==> src/u16u8_pkg.sv <==
package u16u8_pkg;

  // UTF-16 code unit classes (upper six bits)
  localparam logic [5:0] SURR_LEAD  = 6'b110110;
  localparam logic [5:0] SURR_TRAIL = 6'b110111;

  // UTF-8 prefix bytes
  localparam logic [7:0] PFX_FOUR  = 8'hF0;
  localparam logic [7:0] PFX_THREE = 8'hE0;
  localparam logic [7:0] PFX_TWO   = 8'hC0;
  localparam logic [7:0] PFX_CONT  = 8'h80;

  // Offset of supplementary code points
  localparam logic [20:0] SUPP_BASE = 21'h010000;

  localparam int unsigned MAX_BYTES = 4;
  localparam int unsigned IDX_W     = $clog2(MAX_BYTES);

  // One input item as held in the input register
  typedef struct packed {
    logic [15:0] code_unit;
    logic        end_of_string;
  } unit_t;

  // Bytes produced for one item, first byte in slot 0
  typedef struct packed {
    logic                           nonempty;
    logic [IDX_W-1:0]               last_idx;
    logic [MAX_BYTES-1:0][7:0]      bytes;
  } grp_t;

endpackage

==> src/u16u8_if.sv <==
// Code unit channel
interface u16u8_unit_if;
  logic        valid;
  logic        ready;
  logic [15:0] code_unit;
  logic        end_of_string;

  modport source (output valid, output code_unit, output end_of_string, input ready);
  modport sink   (input valid, input code_unit, input end_of_string, output ready);
endinterface

// Byte channel
interface u16u8_byte_if;
  logic       valid;
  logic       ready;
  logic [7:0] utf8_byte;
  logic       last_byte;

  modport source (output valid, output utf8_byte, output last_byte, input ready);
  modport sink   (input valid, input utf8_byte, input last_byte, output ready);
endinterface

==> src/u16u8_in_reg.sv <==
module u16u8_in_reg
  import u16u8_pkg::*;
(
  input  logic  clk,
  input  logic  rst_n,
  input  logic  in_valid,
  output logic  in_ready,
  input  unit_t in_item,
  input  logic  adv,
  output logic  vld,
  output unit_t item
);

  logic  vld_r;
  logic  vld_nxt;
  unit_t item_r;

  // Slot frees when the held item moves on this cycle
  assign in_ready = !vld_r || adv;

  always_comb begin
    vld_nxt = vld_r;
    if (in_valid && in_ready) begin
      vld_nxt = 1'b1;
    end else if (adv) begin
      vld_nxt = 1'b0;
    end
  end

  always_ff @(posedge clk) begin
    if (!rst_n) begin
      vld_r <= 1'b0;
    end else begin
      vld_r <= vld_nxt;
    end
  end

  // Payload, no reset
  always_ff @(posedge clk) begin
    if (in_valid && in_ready) begin
      item_r <= in_item;
    end
  end

  assign vld  = vld_r;
  assign item = item_r;

endmodule

==> src/u16u8_encode.sv <==
module u16u8_encode
  import u16u8_pkg::*;
(
  input  logic  clk,
  input  logic  rst_n,
  input  unit_t item,
  input  logic  adv,
  output grp_t  grp
);

  logic        pend_r;
  logic        pend_nxt;
  logic [9:0]  lead_r;
  logic [9:0]  lead_nxt;
  logic [5:0]  kind;
  logic [15:0] u;
  logic [20:0] cp;

  assign u    = item.code_unit;
  assign kind = u[15:10];
  assign cp   = SUPP_BASE + {1'b0, lead_r, u[9:0]};

  // Byte group for the current unit
  always_comb begin
    grp = '0;
    priority if (pend_r) begin
      if (kind == SURR_TRAIL) begin
        grp.nonempty = 1'b1;
        grp.last_idx = IDX_W'(3);
        grp.bytes[0] = PFX_FOUR | {5'b0, cp[20:18]};
        grp.bytes[1] = PFX_CONT | {2'b0, cp[17:12]};
        grp.bytes[2] = PFX_CONT | {2'b0, cp[11:6]};
        grp.bytes[3] = PFX_CONT | {2'b0, cp[5:0]};
      end
    end else if (kind == SURR_LEAD || kind == SURR_TRAIL) begin
      grp.nonempty = 1'b0;
    end else if (u[15:7] == '0) begin
      grp.nonempty = 1'b1;
      grp.last_idx = IDX_W'(0);
      grp.bytes[0] = u[7:0];
    end else if (u[15:11] == '0) begin
      grp.nonempty = 1'b1;
      grp.last_idx = IDX_W'(1);
      grp.bytes[0] = PFX_TWO  | {3'b0, u[10:6]};
      grp.bytes[1] = PFX_CONT | {2'b0, u[5:0]};
    end else begin
      grp.nonempty = 1'b1;
      grp.last_idx = IDX_W'(2);
      grp.bytes[0] = PFX_THREE | {4'b0, u[15:12]};
      grp.bytes[1] = PFX_CONT  | {2'b0, u[11:6]};
      grp.bytes[2] = PFX_CONT  | {2'b0, u[5:0]};
    end
  end

  // Held leading surrogate
  always_comb begin
    pend_nxt = pend_r;
    lead_nxt = lead_r;
    if (adv) begin
      if (pend_r) begin
        pend_nxt = 1'b0;
        lead_nxt = '0;
      end else if (kind == SURR_LEAD) begin
        pend_nxt = 1'b1;
        lead_nxt = u[9:0];
      end
      if (item.end_of_string) begin
        pend_nxt = 1'b0;
        lead_nxt = '0;
      end
    end
  end

  always_ff @(posedge clk) begin
    if (!rst_n) begin
      pend_r <= 1'b0;
      lead_r <= '0;
    end else begin
      pend_r <= pend_nxt;
      lead_r <= lead_nxt;
    end
  end

endmodule

==> src/u16u8_serial.sv <==
module u16u8_serial
  import u16u8_pkg::*;
(
  input  logic       clk,
  input  logic       rst_n,
  input  logic       load,
  input  grp_t       grp_in,
  output logic       free,
  output logic       out_valid,
  input  logic       out_ready,
  output logic [7:0] out_byte,
  output logic       out_last
);

  logic             vld_r;
  logic             vld_nxt;
  logic [IDX_W-1:0] idx_r;
  logic [IDX_W-1:0] idx_nxt;
  grp_t             grp_r;
  logic             fire;

  assign out_valid = vld_r;
  assign out_byte  = grp_r.bytes[idx_r];
  assign out_last  = (idx_r == grp_r.last_idx);
  assign fire      = vld_r && out_ready;
  assign free      = !vld_r || (fire && out_last);

  // Byte index walks the group, reloads on a new group
  always_comb begin
    vld_nxt = vld_r;
    idx_nxt = idx_r;
    if (load) begin
      vld_nxt = 1'b1;
      idx_nxt = '0;
    end else if (fire && out_last) begin
      vld_nxt = 1'b0;
      idx_nxt = '0;
    end else if (fire) begin
      idx_nxt = idx_r + IDX_W'(1);
    end
  end

  always_ff @(posedge clk) begin
    if (!rst_n) begin
      vld_r <= 1'b0;
      idx_r <= '0;
    end else begin
      vld_r <= vld_nxt;
      idx_r <= idx_nxt;
    end
  end

  always_ff @(posedge clk) begin
    if (load) begin
      grp_r <= grp_in;
    end
  end

endmodule

==> src/utf16_to_utf8_encoder_top.sv <==
// Channel   Dir  Payload                          Handshake
// in_ch     in   code_unit[15:0], end_of_string   valid/ready
// out_ch    out  utf8_byte[7:0], last_byte        valid/ready
//
// One code unit enters per cycle while the byte register is free; each byte
// leaves one per cycle while out_ch is ready, so an item occupies the byte
// register until its last byte leaves. Lead surrogates and dropped units emit
// nothing; other units pass the input register and then the byte register.
// Synchronous active-low reset clears the valid flags and the held surrogate.
// Under out_ch stall the input register still takes one more item.
module utf16_to_utf8_encoder_top
  import u16u8_pkg::*;
(
  input  logic clk,
  input  logic rst_n,
  u16u8_unit_if.sink   in_ch,
  u16u8_byte_if.source out_ch
);

  unit_t in_item;
  unit_t item;
  grp_t  grp;
  logic  in_vld;
  logic  adv;
  logic  free;
  logic  load;

  assign in_item.code_unit     = in_ch.code_unit;
  assign in_item.end_of_string = in_ch.end_of_string;

  // Item moves on when it emits nothing or the byte register frees up
  assign adv  = in_vld && (!grp.nonempty || free);
  assign load = adv && grp.nonempty;

  u16u8_in_reg u_in (
    .clk      (clk),
    .rst_n    (rst_n),
    .in_valid (in_ch.valid),
    .in_ready (in_ch.ready),
    .in_item  (in_item),
    .adv      (adv),
    .vld      (in_vld),
    .item     (item)
  );

  u16u8_encode u_enc (
    .clk   (clk),
    .rst_n (rst_n),
    .item  (item),
    .adv   (adv),
    .grp   (grp)
  );

  u16u8_serial u_ser (
    .clk       (clk),
    .rst_n     (rst_n),
    .load      (load),
    .grp_in    (grp),
    .free      (free),
    .out_valid (out_ch.valid),
    .out_ready (out_ch.ready),
    .out_byte  (out_ch.utf8_byte),
    .out_last  (out_ch.last_byte)
  );

endmodule

==> src/flat_wrapper.sv <==
// flat-port wrapper written by rule: the top's interface ports become plain ports
module utf16_to_utf8_encoder_top_flat import u16u8_pkg::*;
  (clk, rst_n, in_ch_valid, in_ch_code_unit, in_ch_end_of_string, in_ch_ready, out_ch_valid, out_ch_utf8_byte, out_ch_last_byte, out_ch_ready);
  u16u8_unit_if in_ch_i ();
  u16u8_byte_if out_ch_i ();
  input  logic clk;
  input  logic rst_n;
  input wire logic [$bits(in_ch_i.valid)-1:0] in_ch_valid;
  input wire logic [$bits(in_ch_i.code_unit)-1:0] in_ch_code_unit;
  input wire logic [$bits(in_ch_i.end_of_string)-1:0] in_ch_end_of_string;
  output wire logic [$bits(in_ch_i.ready)-1:0] in_ch_ready;
  output wire logic [$bits(out_ch_i.valid)-1:0] out_ch_valid;
  output wire logic [$bits(out_ch_i.utf8_byte)-1:0] out_ch_utf8_byte;
  output wire logic [$bits(out_ch_i.last_byte)-1:0] out_ch_last_byte;
  input wire logic [$bits(out_ch_i.ready)-1:0] out_ch_ready;
  assign in_ch_i.valid = in_ch_valid;
  assign in_ch_i.code_unit = in_ch_code_unit;
  assign in_ch_i.end_of_string = in_ch_end_of_string;
  assign in_ch_ready = in_ch_i.ready;
  assign out_ch_valid = out_ch_i.valid;
  assign out_ch_utf8_byte = out_ch_i.utf8_byte;
  assign out_ch_last_byte = out_ch_i.last_byte;
  assign out_ch_i.ready = out_ch_ready;
  utf16_to_utf8_encoder_top u_core (.clk(clk), .rst_n(rst_n), .in_ch(in_ch_i), .out_ch(out_ch_i));
endmodule
==> config.mk <==
export PLATFORM = sky130hd
export DESIGN_NAME = utf16_to_utf8_encoder_top_flat
export DESIGN_NICKNAME = d
export VERILOG_FILES = /design/src/u16u8_pkg.sv /design/src/u16u8_if.sv /design/src/u16u8_in_reg.sv /design/src/u16u8_encode.sv /design/src/u16u8_serial.sv /design/src/utf16_to_utf8_encoder_top.sv /design/src/flat_wrapper.sv
export SDC_FILE = /design/constraint.sdc
export NUM_CORES = 1
export LEC_CHECK = 0
export BUFFER_PORTS_ARGS = -buffer_cell sky130_fd_sc_hd__buf_4
export CELL_PAD_IN_SITES_DETAIL_PLACEMENT = 1
export CELL_PAD_IN_SITES_GLOBAL_PLACEMENT = 2
export CORE_MARGIN = 2
export CORE_UTILIZATION = 42
export CTS_BUF_LIST = sky130_fd_sc_hd__clkbuf_16
export DETAILED_ROUTE_END_ITERATION = 7
export PLACE_DENSITY_LB_ADDON = 0.1
export SYNTH_ARGS = -nofsm -noshare
export SYNTH_HDL_FRONTEND = slang
export SYNTH_HIERARCHICAL = 1
export SYNTH_SLANG_ARGS = --single-unit
==> constraint.sdc <==
create_clock -name clk -period 2.8 [get_ports clk]
set_clock_uncertainty 0.2 [all_clocks]
set_input_delay 0.56 -clock clk [delete_from_list [all_inputs] [get_ports clk]]
set_output_delay 0.56 -clock clk [all_outputs]
set_load 0.01 [all_outputs]
==> summary.md <==
| Metric | Value |
|---|---|
| Run status | `complete, no violations` |
| TritonCTS clock tree | `yes` |
| Pin count of the biggest net entering global routing | `34` |
| Setup-failing EPs final | `0` |
| Fraction of layout instances using a drive strength above 1 | `30.2%` |
| Critical Path Fanout Max | `6` |
| Count of vias placed by the detailed router | `1871` |
| Clock buffers created by TritonCTS | `9` |
| Placer's final routability congestion estimate | `0.878` |
| Leading cell types in the layout, fill and taps excluded | `edfxtp_1 (51), buf_4 (38), dfxtp_1 (15)` |
| Number of standard-cell rows in the floorplan | `30` |
| Area of all placed cells without fillers | `0.00354 sq mm` |
| Worst min path class | `in -> reg` |
| Starting density of the core | `43.6%` |
| Cell count after synthesis | `200` |
| Count of yosys warnings during synthesis | `6` |
| Syn_area_per_cell | `14.8 sq um` |
| Fin. max-slew vios | `0` |
| First-pass GRT wire length | `10200 microns` |
| Internal power | `1.78 mW` |
| Switching power summed over all nets | `0.496 mW` |
| Fraction of power consumed by the clock network | `42.0%` |
| Flop pwr share | `50.8%` |
| Placement-stage worst setup slack | `65.7 ps` |
| Final #Nets | `259` |
| CTS hold repair buffers | `0` |
| Number of antenna violations at the first check in global routing | `0` |
| Later-pin clock latency in the skew report | `320 ps` |
| Post-synth EDFFs | `51` |
| LEAKAGE | `1.26 nW` |
| Worst setup slack for register-to-register paths | `160 ps` |
| Register cell area after layout | `0.00183 sq mm` |
| Y dimension of the die | `88.0 microns` |
| Area used by multi-input combinational logic | `0.00102 sq mm` |
| Horizontal die dimension | `88.0 microns` |
| Port buffer count | `31` |
| Worst R2R Path Depth | `9` |
| Worst Setup Start Kind | `flip-flop` |
| Floorplan core area | `0.00679 sq mm` |
| Max capacitance violation total | `0` |
| Relative slew slack | `50.5%` |
| Class of the most critical setup path | `reg -> out` |
| Total inserted antenna cells | `0` |
| Antenna Violating Nets Remaining | `0` |
| Fin. Hold Viols | `0` |
| Power per standard cell area | `642 mW/mm^2` |
| Total Negative Setup Slacks | `0 ps` |
| Final worst path period need | `2690 ps` |
| TritonCTS Sinks | `66` |
| WL per Instance | `19.0 microns` |
| Clock-pin transition on the worst setup and hold timing paths | `50 ps` |
| Total wire length after detailed routing | `6440 microns` |
| Iter 0 DRT Violations | `117` |
| Worst hold path stage count | `1` |
| Portion of the post-synthesis area used by sequential elements | `61.9%` |
| Residual DRC count | `0` |
| Highest attainable clock frequency | `0.372 GHz` |
| Synthesized flop and latch total | `66` |
| Area of the die | `0.00774 sq mm` |
| I/O pin cnt | `32` |
| Synth async-reset ratio | `0%` |
| Critical path data required time | `2040 ps` |
| Most common library cell in the layout ignoring fill and taps | `edfxtp_1` |
| Setup repair after global routing missed its margin | `false` |
| Area post-placement | `0.00325 sq mm` |
| GR Util All Layers | `18.2%` |
| Via count of the first global-routing pass | `1961` |
| Routed via count divided by cell count | `5.54` |
| Layout Area Growth over Synthesis | `19.5%` |
| Number of levels the H-tree was split into | `3` |
| Endpoint kind of the worst setup timing path | `primary output` |
| Number of buffers on the longest clock path | `2` |
| Aggregate global routing overflow | `0` |
| # fillers | `687` |
| Area of the mapped netlist | `0.00296 sq mm` |
| Min setup slack post-route | `113 ps` |
| Yosys cell types | `53` |
| Non-filler instance count after layout | `338` |
| Dominant register cell in the synthesized netlist | `edfxtp_1` |
| Final clock period utilization by the worst path | `96.0%` |
| Critical path data arrival time | `1930 ps` |
| Peak ir drop on the vdd network | `0.000355 V` |
| Post-detail-place hpwl | `4470 microns` |
| Switching portion of total power | `21.8%` |
| Root buffer cell | `clkbuf_16` |
| 1st-pass router iterations | `4` |
| Share of power burned in combinational logic | `7.2%` |
| Transition time of the tightest slew-check pin | `736 ps` |
| Cell total after placement | `321` |
## worst paths after layout
| kind | start | endpoint |
|---|---|---|
| max | u_core/u_in/item[14]$_DFFE_PP_ | in_ch_ready |
| min | in_ch_end_of_string | u_core/u_in/item[0]$_DFFE_PP_ |
| max reg2reg | u_core/u_in/item[14]$_DFFE_PP_ | u_core/u_enc/lead_r[0]$_SDFFE_PN0P_ |
| min reg2reg | u_core/u_enc/lead_r[5]$_SDFFE_PN0P_ | u_core/u_enc/lead_r[5]$_SDFFE_PN0P_ |
## metrics by stage
step	total power [mW]	hold slack, ps	utilization (%)
global route	2.36	200	52.1
finish	2.27	212	52.1
floorplan	1.26	250	-
global placement	1.32	273	47.9
detailed placement	1.33	274	47.9
CTS	2.30	202	51.8
## power by group through the flow
stage,registers (mW),clock network (mW),logic [mW]
floorplan,1.16,0,0.105
global placement,1.17,0,0.155
detailed placement,1.17,0,0.161
CTS,1.15,0.980,0.163
global route,1.16,1.02,0.180
finish,1.15,0.954,0.164
## synth_stat cells, drive strengths merged, types with 2 or more instances
master	n	share of area, %
a21o	2	0.51
a31oi	2	0.42
o21ai	3	0.89
inv	4	0.51
o2bb2ai	5	1.5
nand3	7	1.2
mux2i	5	1.7
nand2b	8	2.2
edfxtp	51	52
o31ai	3	0.93
a21oi	7	1.3
and2	7	1.6
mux4	8	6.3
nor4	4	1.4
o32ai	3	0.89
nor3	4	0.68
a32o	6	2.0
nor2b	3	0.63
nor2	2	0.34
nand2	8	1.1
a22o	10	3.0
dfxtp	15	10
xor2	3	0.89
nand4	2	0.42
buf	13	3.7
a21boi	2	0.63
## flip-flops by register name, indices dropped and copies added (netlist names)
name,count
u_core/u_enc/lead_r,10
u_core/u_enc/pend_r,1
u_core/u_in/item,17
u_core/u_in/vld,1
u_core/u_ser/grp_r,34
u_core/u_ser/idx_r,2
u_core/u_ser/out_valid,1
## timing repair
action                                  in CTS  in global routing
hold endpoints to repair                     0                  0
setup buffers                                0                  1
gates resized for setup                      2                  2
endpoints found under the setup margin       1                  1
pin swaps                                    0                  1
## per-layer routing
metal	global-route usage, %	vias up	share of wire (%)
li1	-	862	-
met1	23.6	932	45
met2	28.7	66	49
met3	5.09	11	4.7
met4	7.69	0	1.7
met5	0	-	0
## layout make-up
type	instances	share of cell area [%]
Tap cell	96	3.40
Clock buffer	9	6.37
Timing Repair Buffer	38	8.07
Multi-Input combinational cell	117	29.0
Sequential cell	66	51.8
Clock inverter	7	0.884
Inverter	5	0.531
## worst max-delay path, cell delays in order (launching register included)
cell      delay (ps)
edfxtp_1         410
and4b_2          340
nand2_2          120
nand2b_4         130
nand2_1          130
a21boi_4         200
nand2b_4         160
buf_4            120
## cells by family (layout without fill, tap and decap cells)
family | count (synthesis) | in the layout | synth area share (%)
AO/OA/AOI/OAI | 48 | 48 | 13.5
other | 1 | 3 | 0.127
XOR/XNOR | 4 | 4 | 1.18
buffers and inverters | 19 | 59 | 4.44
flip-flops | 66 | 66 | 61.9
multiplexers | 13 | 13 | 8.03
adder cells (fa/ha/maj) | 1 | 1 | 0.423
AND/OR/NAND/NOR | 48 | 48 | 10.4
(Power assumes the default switching activity.)
